$ cat src/hw/rtl/tga_rle_pkg.sv
// ----------------------------------------------------------------------------
// tga_rle_pkg
// Shared types and constants for the TGA run-length pixel decoder.
// ----------------------------------------------------------------------------
package tga_rle_pkg;

  // configuration register indexes
  typedef enum logic [1:0] {
    REG_BPP        = 2'd0,
    REG_RLE_ENABLE = 2'd1,
    REG_IMG_PIXELS = 2'd2
  } cfg_reg_t;

  // effective pixel format, coded as bytes per pixel minus one
  typedef enum logic [1:0] {
    FMT_GREY  = 2'd0,
    FMT_1555  = 2'd1,
    FMT_BGR   = 2'd2,
    FMT_BGRA  = 2'd3
  } pix_fmt_t;

  localparam int unsigned CFG_IDX_W  = 2;
  localparam int unsigned CFG_DATA_W = 32;
  localparam int unsigned IMG_CNT_W  = 32;

  localparam logic [2:0] BPP_RESET = 3'd3;
  localparam logic [6:0] HDR_COUNT_MASK = 7'h7f;
  localparam logic [7:0] ALPHA_OPAQUE = 8'hff;

  typedef struct packed {
    logic [7:0] red;
    logic [7:0] green;
    logic [7:0] blue;
    logic [7:0] alpha;
    logic [7:0] run_length;
    logic       last_of_image;
  } pix_t;

  typedef struct packed {
    logic [7:0] red;
    logic [7:0] green;
    logic [7:0] blue;
    logic [7:0] alpha;
  } rgba_t;

endpackage

$ cat src/hw/rtl/tga_rle_if.sv
// ----------------------------------------------------------------------------
// tga_rle_if
// Valid/ready channels: image-data bytes in, decoded pixel runs out.
// ----------------------------------------------------------------------------
interface tga_rle_byte_if;
  logic       valid;
  logic       ready;
  logic [7:0] data_byte;

  modport source (output valid, output data_byte, input ready);
  modport sink   (input valid, input data_byte, output ready);
endinterface

interface tga_rle_pix_if;
  logic       valid;
  logic       ready;
  logic [7:0] red;
  logic [7:0] green;
  logic [7:0] blue;
  logic [7:0] alpha;
  logic [7:0] run_length;
  logic       last_of_image;

  modport source (output valid, output red, output green, output blue, output alpha,
                  output run_length, output last_of_image, input ready);
  modport sink   (input valid, input red, input green, input blue, input alpha,
                  input run_length, input last_of_image, output ready);
endinterface

$ cat src/hw/rtl/tga_rle_cvt.sv
// ----------------------------------------------------------------------------
// tga_rle_cvt
// Converts one assembled pixel (grey, ARGB1555, BGR, BGRA) to RGBA8.
// ----------------------------------------------------------------------------
module tga_rle_cvt
  import tga_rle_pkg::*;
(
  input  pix_fmt_t         fmt,
  input  logic [3:0][7:0]  pix_bytes,
  output rgba_t            rgba
);

  logic [15:0] word16;

  assign word16 = {pix_bytes[1], pix_bytes[0]};

  always_comb begin
    rgba = '0;
    case (fmt)
      FMT_GREY: begin
        rgba.red = pix_bytes[0];
      end
      FMT_1555: begin
        rgba.red   = {word16[14:10], 3'b000};
        rgba.green = {word16[9:5], 3'b000};
        rgba.blue  = {word16[4:0], 3'b000};
        rgba.alpha = word16[15] ? ALPHA_OPAQUE : 8'h00;
      end
      FMT_BGR: begin
        rgba.red   = pix_bytes[2];
        rgba.green = pix_bytes[1];
        rgba.blue  = pix_bytes[0];
        rgba.alpha = ALPHA_OPAQUE;
      end
      default: begin
        rgba.red   = pix_bytes[2];
        rgba.green = pix_bytes[1];
        rgba.blue  = pix_bytes[0];
        rgba.alpha = pix_bytes[3];
      end
    endcase
  end

endmodule

$ cat src/hw/rtl/tga_rle_ctrl.sv
// ----------------------------------------------------------------------------
// tga_rle_ctrl
// Packet parsing, pixel byte assembly and image pixel countdown.
// ----------------------------------------------------------------------------
module tga_rle_ctrl
  import tga_rle_pkg::*;
(
  input  logic                  clk,
  input  logic                  rst_n,
  input  logic                  cfg_we,
  input  logic [CFG_IDX_W-1:0]  cfg_index,
  input  logic [CFG_DATA_W-1:0] cfg_data,
  input  logic                  accept,
  input  logic [7:0]            data_byte,
  output logic                  res_valid,
  output pix_t                  res
);

  logic [2:0]           bpp_r, bpp_nxt;
  logic                 rle_r, rle_nxt;
  logic [IMG_CNT_W-1:0] img_left_r, img_left_nxt;
  logic                 hdr_r, hdr_nxt;
  logic                 rep_r, rep_nxt;
  logic [7:0]           pkt_left_r, pkt_left_nxt;
  logic [1:0]           bip_r, bip_nxt;
  logic [3:0][7:0]      pb_r, pb_nxt;
  logic [7:0]           run;
  logic                 last;
  pix_fmt_t             fmt;
  rgba_t                rgba;

  // out-of-range sizes clamp to grey or BGRA
  always_comb begin
    case (bpp_r)
      3'd0, 3'd1: fmt = FMT_GREY;
      3'd2:       fmt = FMT_1555;
      3'd3:       fmt = FMT_BGR;
      default:    fmt = FMT_BGRA;
    endcase
  end

  always_comb begin
    bpp_nxt      = bpp_r;
    rle_nxt      = rle_r;
    img_left_nxt = img_left_r;
    hdr_nxt      = hdr_r;
    rep_nxt      = rep_r;
    pkt_left_nxt = pkt_left_r;
    bip_nxt      = bip_r;
    pb_nxt       = pb_r;
    res_valid    = 1'b0;
    run          = 8'd1;
    last         = 1'b0;
    if (cfg_we && (cfg_index inside {REG_BPP, REG_RLE_ENABLE, REG_IMG_PIXELS})) begin
      case (cfg_index)
        REG_BPP:        bpp_nxt = cfg_data[2:0];
        REG_RLE_ENABLE: rle_nxt = cfg_data[0];
        default:        img_left_nxt = cfg_data[IMG_CNT_W-1:0];
      endcase
      hdr_nxt      = 1'b1;
      rep_nxt      = 1'b0;
      pkt_left_nxt = '0;
      bip_nxt      = '0;
    end else if (accept && (img_left_r != '0)) begin
      if (rle_r && hdr_r) begin
        rep_nxt      = data_byte[7];
        pkt_left_nxt = {1'b0, data_byte[6:0] & HDR_COUNT_MASK} + 8'd1;
        hdr_nxt      = 1'b0;
        bip_nxt      = '0;
      end else begin
        pb_nxt[bip_r] = data_byte;
        if (bip_r != fmt) begin
          bip_nxt = bip_r + 2'd1;
        end else begin
          bip_nxt   = '0;
          res_valid = 1'b1;
          if (rle_r && rep_r) begin
            // clip the run at the image end
            if (img_left_r < {{(IMG_CNT_W-8){1'b0}}, pkt_left_r}) begin
              run = img_left_r[7:0];
            end else begin
              run = pkt_left_r;
            end
            pkt_left_nxt = '0;
            hdr_nxt      = 1'b1;
          end else if (rle_r) begin
            pkt_left_nxt = pkt_left_r - 8'd1;
            if (pkt_left_r == 8'd1) begin
              hdr_nxt = 1'b1;
            end
          end
          img_left_nxt = img_left_r - {{(IMG_CNT_W-8){1'b0}}, run};
          last         = (img_left_r == {{(IMG_CNT_W-8){1'b0}}, run});
        end
      end
    end
  end

  tga_rle_cvt u_cvt (
    .fmt       (fmt),
    .pix_bytes (pb_nxt),
    .rgba      (rgba)
  );

  assign res.red           = rgba.red;
  assign res.green         = rgba.green;
  assign res.blue          = rgba.blue;
  assign res.alpha         = rgba.alpha;
  assign res.run_length    = run;
  assign res.last_of_image = last;

  always_ff @(posedge clk) begin
    if (!rst_n) begin
      bpp_r      <= BPP_RESET;
      rle_r      <= 1'b0;
      img_left_r <= '0;
      hdr_r      <= 1'b1;
      rep_r      <= 1'b0;
      pkt_left_r <= '0;
      bip_r      <= '0;
    end else begin
      bpp_r      <= bpp_nxt;
      rle_r      <= rle_nxt;
      img_left_r <= img_left_nxt;
      hdr_r      <= hdr_nxt;
      rep_r      <= rep_nxt;
      pkt_left_r <= pkt_left_nxt;
      bip_r      <= bip_nxt;
    end
  end

  always_ff @(posedge clk) begin
    pb_r <= pb_nxt;
  end

`ifndef SYNTHESIS
  a_run_nonzero: assert property (@(posedge clk) disable iff (!rst_n)
    res_valid |-> (res.run_length != 8'd0))
    else $error("pixel run of length zero");

  a_run_fits: assert property (@(posedge clk) disable iff (!rst_n)
    res_valid |-> ({{(IMG_CNT_W-8){1'b0}}, res.run_length} <= img_left_r))
    else $error("run exceeds pixels left in image");

  a_last_empties: assert property (@(posedge clk) disable iff (!rst_n)
    (res_valid && res.last_of_image && !cfg_we) |=> (img_left_r == '0))
    else $error("last pixel did not empty the image count");

  a_bip_bound: assert property (@(posedge clk) disable iff (!rst_n)
    (accept && !cfg_we && (img_left_r != '0) && !(rle_r && hdr_r) && (bip_r == fmt))
    |=> (bip_r == '0))
    else $error("byte index not reset after last pixel byte");
`endif

endmodule

$ cat src/hw/rtl/tga_rle_obuf.sv
// ----------------------------------------------------------------------------
// tga_rle_obuf
// Two-entry output register with skid slot for decoded pixel results.
// ----------------------------------------------------------------------------
module tga_rle_obuf
  import tga_rle_pkg::*;
(
  input  logic clk,
  input  logic rst_n,
  input  logic push,
  input  pix_t push_data,
  output logic space,
  output logic out_valid,
  input  logic out_ready,
  output pix_t out_data
);

  logic out_valid_r, out_valid_nxt;
  logic skid_valid_r, skid_valid_nxt;
  pix_t out_data_r, out_data_nxt;
  pix_t skid_data_r, skid_data_nxt;
  logic pop;

  assign pop       = out_valid_r && out_ready;
  assign space     = !skid_valid_r;
  assign out_valid = out_valid_r;
  assign out_data  = out_data_r;

  always_comb begin
    out_valid_nxt  = out_valid_r;
    skid_valid_nxt = skid_valid_r;
    out_data_nxt   = out_data_r;
    skid_data_nxt  = skid_data_r;
    if (!out_valid_r || pop) begin
      if (skid_valid_r) begin
        // advance the skid entry to the head
        out_valid_nxt  = 1'b1;
        out_data_nxt   = skid_data_r;
        skid_valid_nxt = 1'b0;
      end else begin
        out_valid_nxt = push;
        out_data_nxt  = push_data;
      end
    end else if (push) begin
      skid_valid_nxt = 1'b1;
      skid_data_nxt  = push_data;
    end
  end

  always_ff @(posedge clk) begin
    if (!rst_n) begin
      out_valid_r  <= 1'b0;
      skid_valid_r <= 1'b0;
    end else begin
      out_valid_r  <= out_valid_nxt;
      skid_valid_r <= skid_valid_nxt;
    end
  end

  always_ff @(posedge clk) begin
    out_data_r  <= out_data_nxt;
    skid_data_r <= skid_data_nxt;
  end

`ifndef SYNTHESIS
  a_skid_behind_head: assert property (@(posedge clk) disable iff (!rst_n)
    skid_valid_r |-> out_valid_r)
    else $error("skid entry held without a head entry");

  a_no_overflow: assert property (@(posedge clk) disable iff (!rst_n)
    skid_valid_r |-> !push)
    else $error("result pushed into a full buffer");

  a_skid_drains: assert property (@(posedge clk) disable iff (!rst_n)
    (skid_valid_r && pop) |=> (out_valid_r && !skid_valid_r))
    else $error("skid entry lost on transfer");
`endif

endmodule

$ cat src/hw/rtl/tga_rle_pixel_decoder.sv
// ----------------------------------------------------------------------------
// tga_rle_pixel_decoder
// TGA image-data decoder: run-length packets and raw pixels to RGBA8 runs.
// ----------------------------------------------------------------------------
// Takes one image-data byte per clock and, once a pixel's last byte arrives,
// delivers one RGBA8 result carrying the number of image pixels it covers
// (the whole run of a repeat packet, clipped at the image end, or one pixel).
// Every byte is handled in the cycle it is accepted: packet header and pixel
// byte counters, a four-byte pixel register and the 32-bit image countdown are
// updated by one level of logic, and the converted pixel is written into a
// two-entry output register, so a byte can be taken in every cycle and
// results leave from its head entry. Input stalls only while both
// output entries are full. Writing image_pixels starts an image; any register
// write restarts packet parsing. Bytes that arrive while no pixels are left
// are taken and dropped. No clearing pass is needed after reset.
// ----------------------------------------------------------------------------
module tga_rle_pixel_decoder
  import tga_rle_pkg::*;
(
  input  logic                  clk,
  input  logic                  rst_n,
  input  logic                  cfg_we,
  input  logic [CFG_IDX_W-1:0]  cfg_index,
  input  logic [CFG_DATA_W-1:0] cfg_data,
  tga_rle_byte_if.sink          in_byte,
  tga_rle_pix_if.source         out_pix
);

  logic accept;
  logic space;
  logic res_valid;
  pix_t res;
  pix_t out_data;

  assign in_byte.ready = space;
  assign accept        = in_byte.valid && space;

  tga_rle_ctrl u_ctrl (
    .clk       (clk),
    .rst_n     (rst_n),
    .cfg_we    (cfg_we),
    .cfg_index (cfg_index),
    .cfg_data  (cfg_data),
    .accept    (accept),
    .data_byte (in_byte.data_byte),
    .res_valid (res_valid),
    .res       (res)
  );

  tga_rle_obuf u_obuf (
    .clk       (clk),
    .rst_n     (rst_n),
    .push      (res_valid),
    .push_data (res),
    .space     (space),
    .out_valid (out_pix.valid),
    .out_ready (out_pix.ready),
    .out_data  (out_data)
  );

  assign out_pix.red           = out_data.red;
  assign out_pix.green         = out_data.green;
  assign out_pix.blue          = out_data.blue;
  assign out_pix.alpha         = out_data.alpha;
  assign out_pix.run_length    = out_data.run_length;
  assign out_pix.last_of_image = out_data.last_of_image;

endmodule
$ cat src/flat_wrapper.sv
// flat-port wrapper written by rule: the top's interface ports become plain ports
module tga_rle_pixel_decoder_flat import tga_rle_pkg::*;
  (clk, rst_n, cfg_we, cfg_index, cfg_data, in_byte_valid, in_byte_data_byte, in_byte_ready, out_pix_valid, out_pix_red, out_pix_green, out_pix_blue, out_pix_alpha, out_pix_run_length, out_pix_last_of_image, out_pix_ready);
  tga_rle_byte_if in_byte_i ();
  tga_rle_pix_if out_pix_i ();
  input  logic clk;
  input  logic rst_n;
  input  logic cfg_we;
  input  logic [CFG_IDX_W-1:0] cfg_index;
  input  logic [CFG_DATA_W-1:0] cfg_data;
  input wire logic [$bits(in_byte_i.valid)-1:0] in_byte_valid;
  input wire logic [$bits(in_byte_i.data_byte)-1:0] in_byte_data_byte;
  output wire logic [$bits(in_byte_i.ready)-1:0] in_byte_ready;
  output wire logic [$bits(out_pix_i.valid)-1:0] out_pix_valid;
  output wire logic [$bits(out_pix_i.red)-1:0] out_pix_red;
  output wire logic [$bits(out_pix_i.green)-1:0] out_pix_green;
  output wire logic [$bits(out_pix_i.blue)-1:0] out_pix_blue;
  output wire logic [$bits(out_pix_i.alpha)-1:0] out_pix_alpha;
  output wire logic [$bits(out_pix_i.run_length)-1:0] out_pix_run_length;
  output wire logic [$bits(out_pix_i.last_of_image)-1:0] out_pix_last_of_image;
  input wire logic [$bits(out_pix_i.ready)-1:0] out_pix_ready;
  assign in_byte_i.valid = in_byte_valid;
  assign in_byte_i.data_byte = in_byte_data_byte;
  assign in_byte_ready = in_byte_i.ready;
  assign out_pix_valid = out_pix_i.valid;
  assign out_pix_red = out_pix_i.red;
  assign out_pix_green = out_pix_i.green;
  assign out_pix_blue = out_pix_i.blue;
  assign out_pix_alpha = out_pix_i.alpha;
  assign out_pix_run_length = out_pix_i.run_length;
  assign out_pix_last_of_image = out_pix_i.last_of_image;
  assign out_pix_i.ready = out_pix_ready;
  tga_rle_pixel_decoder u_core (.clk(clk), .rst_n(rst_n), .cfg_we(cfg_we), .cfg_index(cfg_index), .cfg_data(cfg_data), .in_byte(in_byte_i), .out_pix(out_pix_i));
endmodule
$ cat config.mk
export PLATFORM = sky130hd
export DESIGN_NAME = tga_rle_pixel_decoder_flat
export DESIGN_NICKNAME = d
export VERILOG_FILES = /design/src/hw/rtl/tga_rle_pkg.sv /design/src/hw/rtl/tga_rle_if.sv /design/src/hw/rtl/tga_rle_cvt.sv /design/src/hw/rtl/tga_rle_ctrl.sv /design/src/hw/rtl/tga_rle_obuf.sv /design/src/hw/rtl/tga_rle_pixel_decoder.sv /design/src/flat_wrapper.sv
export SDC_FILE = /design/constraint.sdc
export NUM_CORES = 1
export LEC_CHECK = 0
export BUFFER_PORTS_ARGS = -buffer_cell sky130_fd_sc_hd__buf_2
export CORE_MARGIN = 2
export CORE_UTILIZATION = 59
export DETAILED_ROUTE_END_ITERATION = 10
export PLACE_DENSITY = 0.8
export SLEW_MARGIN = 10
export SYNTH_ARGS = -nofsm -noshare
export SYNTH_HDL_FRONTEND = slang
export SYNTH_SLANG_ARGS = --single-unit
$ cat constraint.sdc
create_clock -name clk -period 5.65 [get_ports clk]
set_input_delay 0.2825 -clock clk [delete_from_list [all_inputs] [get_ports clk]]
set_output_delay 0.2825 -clock clk [all_outputs]
set_load 0.05 [all_outputs]
==> flow_metrics.py, run 1 <==
metrics = {
    "cells_and_area": {
        "antenna_cells": 0,
        "register_area_um2": 4100,
        "drive_gt1_frac": 0.214,
        "fill_cells": 1046,
        "area_growth_pct": 13.5,
        "multi_input_area_um2": 3900,
        "nets": 935,
    },
    "yosys": {
        "muxShareOfSynthArea": 0.0953,
        "async_flop_share": 0,
        "synthFlopType": "edfxtp_1",
        "synth-edff-count": 82,
        "synth_warnings": 0,
        "ys_ff_latch": 164,
        "synth-compound-area-share": 0.187,
        "synth_xor_area_frac": 0.00839,
        "synthAdderAreaFrac": 0.0354,
        "synth_top_family_by_area": "compound AO/OA/AOI/OAI gates",
        "yosysSeqAreaShare": 0.491,
        "syn_area_um2": 8350,
        "yosys.area.top_type": "edfxtp_1",
        "syn-num-nets": 868,
        "synth_area_leaders": "edfxtp_1 (29%), dfxtp_1 (20%), mux2i_1 (3.6%)",
        "yosys-top-cells-count": "dfxtp_1 (82), edfxtp_1 (82), nand2_1 (80)",
        "synth_cells": 798,
        "synth-simple-area-share": 0.139,
        "synthDistinctLibCells": 76,
        "synth.avg_cell_area_um2": 10.5,
        "synth_top_area_frac": 0.295,
    },
    "sta": {
        "finalSetupTns_ns": 0,
        "hold_viol": 0,
        "clock.fmax_mhz": 192,
        "rsz0062_at_grt": "no",
        "final_max_slew_viol_count": 0,
        "relSlewSlack": 0.368,
        "fin_crit_ns": 5.20,
        "tightest_slew_ns": 0.947,
        "final.setup_skew_ns": 0.0136,
        "finalCritPeriodShare": 0.920,
        "setup_violations": 0,
        "hold-worst-slack_ns": 0.123,
    },
    "global_route": {
        "grt_pass1_wl_um": 32400,
        "antenna_found_initial": 0,
        "overflow": 0,
        "first_global_vias": 6413,
        "grt_start_max_net_pins": 53,
        "track_usage": 0.275,
    },
    "cts": {
        "cts_root_buffer": "clkbuf_16",
        "cts_setup_buffers": 0,
        "h-tree-depth": 4,
        "cts_tree": "yes",
        "numClockSinks": 164,
        "cts_hold_buf": 0,
        "cts_resized": 0,
        "path_clk_slew_ns": 0.06,
        "cts_buffers": 17,
        "clk-insertion-delay-late_ns": 0.44,
        "clk_path_buf_depth": 2,
    },
    "worst_setup_path": {
        "path_class": "reg2reg",
        "required_ns": 5.97,
        "arrival_ns": 5.52,
        "end_kind": "flop",
        "start_kind": "flop",
        "critPathMaxFanout": 11,
        "rrSetupSlack_ns": 0.45,
    },
    "route": {
        "drtIter0Drc": 570,
        "routed-via-count": 6703,
        "post-route-drc-count": 0,
        "ant_nets": 0,
        "vias_per_cell": 6.34,
        "drt_wl_total_um": 20100,
        "dr.pass1.iters": 5,
        "avgRoutedWirePerCell_um": 19.0,
    },
    "floorplan": {
        "fp.dieW_um": 123,
        "num_rows": 43,
        "coreArea_um2": 13900,
        "initial_core_util": 0.602,
        "die_area_um2": 15100,
        "die_y_um": 123,
        "ios": 90,
    },
    "worst_hold_path": {
        "hold_path.class": "in2reg",
    },
    "power": {
        "ir_drop_mv": 0.224,
        "leakage_uw": 0.00365,
        "power.density_nw_per_um2": 397,
    },
    "placed_design": {
        "io_buffers": 89,
        "gp_congestion": 0.925,
        "hpwl_um": 13500,
    },
    "flow_run": {
        "drv_cap": 0,
    },
    "outcome": {
        "outcome": "complete, no violations",
    },
}
==> per-layer routing <==
| metal | up-vias | track usage | wire length [um] | part of all wire |
|---|---|---|---|---|
| met5 | - | 0 | 0 | 0 |
| met4 | 0 | 0.119 | 401 | 0.020 |
| met3 | 37 | 0.0406 | 1270 | 0.063 |
| met2 | 301 | 0.454 | 9760 | 0.49 |
| met1 | 3240 | 0.361 | 8620 | 0.43 |
| li1 | 3125 | - | - | - |
==> cells in the final DEF (no fill, tap or decap), types with 5 or more instances in the layout <==
master     count
nor2_1        48
ha_1          22
nor3_1        13
nor2b_1        6
or2_1          8
or2_2          7
buf_4          9
a22oi_1        5
or3_1          8
a32o_1         7
a22o_1         6
a21oi_1       31
a31oi_1        9
and2_1         5
o21ai_0       39
clkbuf_16     18
a211oi_1      12
o21a_1         8
a21o_1         7
xnor2_1        5
mux2_2        24
nand2_1       80
nor4_1        13
buf_2         89
o22ai_2        5
nand4_1        5
nand3_1       13
a221o_1        8
inv_1         40
edfxtp_1      82
o211ai_1       5
o31ai_1       16
mux2i_1       30
o22ai_1       13
mux2i_4        8
dfxtp_1       82
==> final cells by class <==
type | count | share of cell area
sequential | 164 | 0.433
multi-input combinational | 543 | 0.412
timing repair buffer | 99 | 0.0570
clock buffer | 21 | 0.0487
tap | 180 | 0.0237
inverter | 40 | 0.0158
clock inverter | 11 | 0.0104
==> per-stage QoR <==
step	util	setup WS [ns]	instances	area (um^2)	power [uW]
after floorplan	-	0.790	798	8350	2400
after global placement	0.640	0.569	1023	8880	2610
after detailed placement	0.640	0.386	1023	8880	2650
after CTS	0.680	0.315	1055	9440	3750
after global routing	0.683	0.151	1058	9480	3920
final	0.683	0.454	1058	9480	3770
==> where the power goes <==
part	switching [uW]	leakage, uW	internal, uW	total (uW)
Clock	476	0.000273	634	1110
Combinational	738	0.00190	387	1120
Sequential	79.3	0.00147	1450	1530
==> logic make-up (layout without fill, tap and decap cells) <==
logic type,count (synthesis),in the layout
xor+xnor,8,8
compound gates,213,213
flops,164,164
simple gates,234,234
mux,65,65
buf+inv,91,171
fa+ha+maj,23,23
==> worst paths after layout <==
kind	startpoint	endpoint	cells past startpoint
worst max-delay path	u_core.u_ctrl.img_left_r[21]	u_core.u_ctrl.img_left_r[26]	17
worst min register to register	u_core.u_ctrl.pb_r[16]	u_core.u_ctrl.pb_r[16]	2
worst max register to register	u_core.u_ctrl.img_left_r[21]	u_core.u_ctrl.img_left_r[26]	17
worst min-delay path	cfg_data[19]	u_core.u_ctrl.img_left_r[19]	3
==> critical path, cell delays in order (launching register included) <==
cell and delay (ns):
dfxtp_1 0.35, or3_1 0.51, or4_4 0.62, or2_1 0.27
a211o_1 0.31, a41oi_4 0.24, mux2i_1 0.15, nand3_1 0.11
ha_1 0.17, inv_1 0.05, fa_1 0.43, a21o_1 0.18
a21oi_1 0.32, o211ai_1 0.16, or2_2 0.41, or4_1 0.45
a21oi_1 0.22, o22ai_1 0.12
==> registers in the layout, summed over array words and instances, names as in the netlist <==
register	count
u_core.u_ctrl.pkt_left_r	8
u_core.u_ctrl.rep_r	1
u_core.u_ctrl.bip_r	2
u_core.u_ctrl.hdr_r	1
u_core.u_ctrl.img_left_r	32
u_core.u_obuf.out_data	41
u_core.u_obuf.skid_valid_r	1
u_core.u_obuf.skid_data_r	41
u_core.u_ctrl.bpp_r	3
u_core.u_ctrl.pb_r	32
u_core.u_ctrl.rle_r	1
u_core.u_obuf.out_valid	1
Note: power is estimated with default switching activity, not from simulation.
==> run 2: changes to the inputs <==
--- a/config.mk
+++ b/config.mk
@@ -7,9 +7,9 @@
 export LEC_CHECK = 0
 export BUFFER_PORTS_ARGS = -buffer_cell sky130_fd_sc_hd__buf_2
 export CORE_MARGIN = 2
-export CORE_UTILIZATION = 59
+export CORE_UTILIZATION = 55
 export DETAILED_ROUTE_END_ITERATION = 10
-export PLACE_DENSITY = 0.8
+export PLACE_DENSITY = 0.75
 export SLEW_MARGIN = 10
 export SYNTH_ARGS = -nofsm -noshare
 export SYNTH_HDL_FRONTEND = slang
==> run 2 against run 1 <==
Effect of this change:
- final cell count is 0.57% higher
- utilization down 5.2 points
- wire length fell by 2.8%
- first-iteration DRC count increased by 10%
- power grew 0.83%
- worst setup slack got worse by 0.14 ns
- sequential cell count unchanged
- combinational power about the same
- hold slack got worse by 0.016 ns
- clock skew shrank 0.0018 ns
==> flow_metrics.py, run 2 (same netlist as run 1, synthesis figures left out) <==
metrics = {
    "cts": {
        "clk_path_buf_depth": 2,
        "cts_resized": 0,
        "h-tree-depth": 4,
        "clk-insertion-delay-late_ns": 0.44,
        "path_clk_slew_ns": 0.07,
        "cts_hold_buf": 0,
        "cts_root_buffer": "clkbuf_16",
        "cts_buffers": 17,
        "cts_setup_buffers": 0,
        "numClockSinks": 164,
        "cts_tree": "yes",
    },
    "cells_and_area": {
        "antenna_cells": 0,
        "most-common-layout-cells": "buf_2 (89), dfxtp_1 (82), edfxtp_1 (82)",
        "layout_commonest_cell": "buf_2",
        "fin_area_um2": 9500,
        "nets": 933,
        "area_growth_pct": 13.7,
        "drive_gt1_frac": 0.216,
    },
    "placed_design": {
        "io_buffers": 89,
        "post_dp_cell_area_um2": 8900,
        "gp_congestion": 0.868,
        "hpwl_um": 13400,
    },
    "outcome": {
        "outcome": "complete, no violations",
    },
    "worst_setup_path": {
        "path_class": "reg2reg",
        "r2r_cells": 17,
        "start_kind": "flop",
        "cpLargestDelayFamily": "simple AND/OR/NAND/NOR gates",
        "critPathMaxFanout": 11,
        "required_ns": 5.97,
        "crit_top_cell": "a21oi_1",
        "cp.depth": 17,
        "end_kind": "flop",
        "slowest_stage": "or4_4",
        "crit_chain": "or3_1 > or4_4 > or2_1 > a211o_1 > a41oi_4 > mux2i_1 > nand3_1 > ha_1 > inv_1 > fa_1 > a21o_1 > a21oi_1 > o211ai_1 > or2_2 > or4_1 > a21oi_1 > o22ai_1",
        "cp_slowest_stage_delay_ns": 0.61,
        "arrival_ns": 5.65,
        "critPathBufInv": 1,
    },
    "global_route": {
        "antenna_found_initial": 1,
        "track_usage": 0.246,
        "grt_start_max_net_pins": 53,
        "first_global_vias": 6335,
        "grt_pass1_wl_um": 31700,
        "overflow": 0,
    },
    "route": {
        "vias_per_cell": 6.27,
        "drtIter0Drc": 628,
        "dr.pass1.iters": 5,
        "ant_nets": 0,
        "drt_wl_total_um": 19500,
        "avgRoutedWirePerCell_um": 18.3,
        "routed-via-count": 6675,
        "post-route-drc-count": 0,
    },
    "power": {
        "ir_drop_mv": 0.228,
        "power.density_nw_per_um2": 400,
        "intPower_uw": 2510,
        "swShare": 0.338,
        "power.switching_uw": 1280,
        "seqPwrFrac": 0.402,
        "p_comb_frac": 0.292,
        "leakage_uw": 0.00364,
        "power_frac_clock": 0.306,
    },
    "sta": {
        "rsz0062_at_grt": "no",
        "hold-worst-slack_ns": 0.107,
        "final.setup_skew_ns": 0.0118,
        "clock.fmax_mhz": 188,
        "fin_crit_ns": 5.33,
        "finalCritPeriodShare": 0.944,
        "relSlewSlack": 0.279,
        "setup_violations": 0,
        "finalSetupTns_ns": 0,
        "tightest_slew_ns": 1.08,
        "hold_viol": 0,
        "final_max_slew_viol_count": 0,
    },
    "worst_hold_path": {
        "hold_path.class": "in2reg",
        "hold_depth": 3,
    },
    "floorplan": {
        "coreArea_um2": 15000,
        "initial_core_util": 0.556,
        "die_y_um": 127,
        "num_rows": 45,
        "fp.dieW_um": 127,
        "ios": 90,
        "die_area_um2": 16200,
    },
    "flow_run": {
        "drv_cap": 0,
    },
}
run 2: changes by cell type in the layout (fill, tap and decap cells not counted), sizes merged:
| cell | previous run | this run |
|---|---|---|
| bufinv | 1 | 2 |
| clkinv | 5 | 4 |
| buf | 99 | 97 |
| clkbuf | 21 | 19 |
| clkinvlp | 1 | 3 |
run 2: layout make-up:
type                            instances  area (um^2)
Clock buffer                           19          454
Clock inverter                         13          144
Fill cell                            1203         5540
Inverter                               40          150
Multi-Input combinational cell        543         3900
Sequential cell                       164         4100
Tap cell                              188          235
Timing Repair Buffer                   97          505
run 2: path summary, 6_finish.rpt:
check                           slack [ns]                          from                      endpoint
worst max-delay path                  0.32  u_core.u_ctrl.img_left_r[21]  u_core.u_ctrl.img_left_r[26]
worst min register to register        0.48        u_core.u_ctrl.pb_r[18]        u_core.u_ctrl.pb_r[18]
worst min-delay path                  0.11                   cfg_data[0]        u_core.u_ctrl.bpp_r[0]
worst max register to register        0.32  u_core.u_ctrl.img_left_r[21]  u_core.u_ctrl.img_left_r[26]
run 2: worst register-to-register path: stages, from the launching register on:
cell and delay, ns:
dfxtp_1 0.36, or3_1 0.51, or4_4 0.62, or2_1 0.27
a211o_1 0.32, a41oi_4 0.40, mux2i_1 0.19, nand3_1 0.12
ha_1 0.17, inv_1 0.06, fa_1 0.43, a21o_1 0.19
a21oi_1 0.30, o211ai_1 0.17, or2_2 0.41, or4_1 0.43
a21oi_1 0.17, o22ai_1 0.10
run 2: power groups by stage:
stage	Sequential, uW	Clock (uW)	Combinational, uW
floorplan	1810	0	590
CTS	1530	1180	1100
finish	1530	1160	1110
global placement	1540	0	1070
global route	1540	1230	1190
detailed placement	1550	0	1090
run 2: stage by stage:
step	worst slack [ns]	power (uW)	utilization	instances
floorplan	0.790	2400	-	798
global placement	0.559	2610	0.592	1032
global route	0.0632	3970	0.632	1064
finish	0.317	3800	0.632	1064
detailed placement	0.394	2640	0.592	1032
CTS	0.364	3810	0.632	1064
run 2: layer usage:
metal  up-vias  wire [um]  part of all wire  global-route usage
li1       3127          -                 -                   -
met1      3208       8480              0.44               0.329
met2       299       9170              0.47               0.396
met3        41       1430             0.073              0.0469
met4         0        401             0.021               0.104
met5         -          0                 0                   0
==> run 3: changes to the inputs <==
--- a/config.mk
+++ b/config.mk
@@ -6,6 +6,7 @@
 export NUM_CORES = 1
 export LEC_CHECK = 0
 export BUFFER_PORTS_ARGS = -buffer_cell sky130_fd_sc_hd__buf_2
+export CORE_ASPECT_RATIO = 1.75
 export CORE_MARGIN = 2
 export CORE_UTILIZATION = 55
 export DETAILED_ROUTE_END_ITERATION = 10
==> run 3 against run 2 <==
Effect of this change:
- clock skew rose by 0.0027 ns
- die area rose by 0.24%
- first-iteration DRC count fell by 15%
- hold slack improved by 0.0022 ns
- wire length rose by 9.3%
- sequential power barely moved
- non-clock buffer count rose by 1
- critical endpoint unchanged
- critical path depth did not move
- power rose by 3.4%
- sequential share of layout area fell by 0.22 points
- largest power group unchanged
==> flow_metrics.py, run 3 (same netlist as run 1, synthesis figures left out) <==
metrics = {
    "outcome": {
        "outcome": "complete, no violations",
    },
    "route": {
        "drtIter0Drc": 531,
        "drt_wl_total_um": 21300,
        "avgRoutedWirePerCell_um": 20.1,
        "ant_nets": 0,
        "post-route-drc-count": 0,
        "routed-via-count": 6780,
        "vias_per_cell": 6.40,
        "dr.pass1.iters": 7,
    },
    "floorplan": {
        "die_y_um": 167,
        "initial_core_util": 0.563,
        "coreArea_um2": 14800,
        "fp.dieW_um": 97.2,
        "die_area_um2": 16200,
        "num_rows": 59,
        "ios": 90,
    },
    "sta": {
        "setup_violations": 0,
        "finalCritPeriodShare": 0.955,
        "tightest_slew_ns": 0.904,
        "final_max_slew_viol_count": 0,
        "hold-worst-slack_ns": 0.109,
        "hold_viol": 0,
        "setup_ws_ns": 0.252,
        "relSlewSlack": 0.397,
        "finalSetupTns_ns": 0,
        "rsz0062_at_grt": "no",
        "fin_crit_ns": 5.40,
        "clock.fmax_mhz": 185,
        "final.setup_skew_ns": 0.0145,
    },
    "cells_and_area": {
        "area_growth_pct": 14.3,
        "antenna_cells": 0,
        "final_cells": 1060,
        "layout_commonest_cell": "buf_2",
        "nets": 934,
        "most-common-layout-cells": "buf_2 (89), dfxtp_1 (82), edfxtp_1 (82)",
        "drive_gt1_frac": 0.219,
        "fill_cells": 1134,
    },
    "power": {
        "ir_drop_mv": 0.238,
        "leakage_uw": 0.00367,
        "power.density_nw_per_um2": 411,
        "p_total_uw": 3930,
    },
    "worst_hold_path": {
        "min_from": "cfg_data[1]",
        "hold_path.class": "in2reg",
        "hold_depth": 3,
        "hold_end": "u_core.u_ctrl.bpp_r[1]",
    },
    "global_route": {
        "antenna_found_initial": 0,
        "first_global_vias": 6951,
        "grt_use_met1": 0.283,
        "grt_start_max_net_pins": 45,
        "grtUsageMet3": 0.0478,
        "grtUsageMet2": 0.497,
        "overflow": 0,
        "grt_pass1_wl_um": 34900,
        "top_usage_layer": "met2",
        "track_usage": 0.266,
    },
    "cts": {
        "path_clk_slew_ns": 0.07,
        "numClockSinks": 164,
        "h-tree-depth": 4,
        "clk_path_buf_depth": 2,
        "cts_tree": "yes",
        "cts_root_buffer": "clkbuf_16",
        "cts_buffers": 17,
        "clk-insertion-delay-late_ns": 0.43,
    },
    "worst_setup_path": {
        "arrival_ns": 5.71,
        "start_kind": "flop",
        "end_kind": "flop",
        "r2r_end": "u_core.u_ctrl.img_left_r[26]",
        "rrSetupSlack_ns": 0.25,
        "reg2reg_from": "u_core.u_ctrl.img_left_r[24]",
        "required_ns": 5.97,
        "path_class": "reg2reg",
        "critPathMaxFanout": 11,
        "r2r_cells": 17,
    },
    "placed_design": {
        "gp_congestion": 0.902,
        "dpl.cell_count": 1028,
        "io_buffers": 89,
        "place_ws_ns": 0.353,
        "hpwl_um": 15200,
    },
    "flow_run": {
        "drv_cap": 0,
    },
}
==> run 3: cell types whose count changed in the layout (fill, tap and decap cells not counted), sizes merged <==
cell      change
clkbuf        -1
bufinv        +2
inv           +4
buf           +1
clkinv        -3
clkinvlp      -2
==> run 3: stage by stage <==
stage / area [um^2] / utilization
after global routing: 9540 / 0.643
after floorplan: 8350 / -
after CTS: 9540 / 0.643
after detailed placement: 8900 / 0.600
after global placement: 8900 / 0.600
final: 9540 / 0.643
==> run 3: how the worst max path moves through the flow <==
stage               slack (ns)                           end                          from  depth (start not counted)
floorplan                 0.79  u_core.u_ctrl.img_left_r[31]  u_core.u_ctrl.img_left_r[24]                         16
global placement          0.53  u_core.u_ctrl.img_left_r[26]  u_core.u_ctrl.img_left_r[24]                         17
detailed placement        0.35  u_core.u_ctrl.img_left_r[26]  u_core.u_ctrl.img_left_r[24]                         17
CTS                       0.33  u_core.u_ctrl.img_left_r[26]  u_core.u_ctrl.img_left_r[24]                         17
global route             0.002  u_core.u_ctrl.img_left_r[26]  u_core.u_ctrl.img_left_r[24]                         17
finish                    0.25  u_core.u_ctrl.img_left_r[26]  u_core.u_ctrl.img_left_r[24]                         17
==> run 3: worst max-delay path, cell delays in order (launching register included) <==
cell and delay [ns]:
dfxtp_1 0.36, or4_4 0.58, or4_4 0.57, or2_1 0.29, a211o_1 0.31, a41oi_4 0.40
mux2i_1 0.20, nand3_1 0.12, ha_1 0.17, inv_1 0.06, fa_1 0.43, a21o_1 0.18
a21oi_1 0.29, o211ai_1 0.17, or2_2 0.41, or4_1 0.44, a21oi_1 0.19, o22ai_1 0.11
==> run 3: repair_timing <==
action | CTS | global route
setup buffers | 0 | 0
gates resized for setup | 0 | 1
setup endpoints to repair | 0 | 1
hold buffers | 0 | 0
==> run 3: cell type report <==
class	instances	area, um^2	area share
inverters	40	150	0.0157
well taps	183	229	0.0240
repair buffers	98	513	0.0537
multi-input cells	543	3910	0.410
clock inverters	14	210	0.0220
clock buffers	18	429	0.0450
flip-flops and latches	164	4100	0.430
==> run 3: power by group <==
part,internal [uW],switching [uW],leakage (uW)
logic,384,756,0.00189
registers,1450,75.6,0.00147
clock network,756,504,0.000312
total,2590,1330,0.00367
==> run 3: routing by layer <==
layer  routed length [um]  share of wire
met3                 1180          0.055
met5                    0              0
met4                  932          0.044
met2                11400           0.53
met1                 7810           0.37
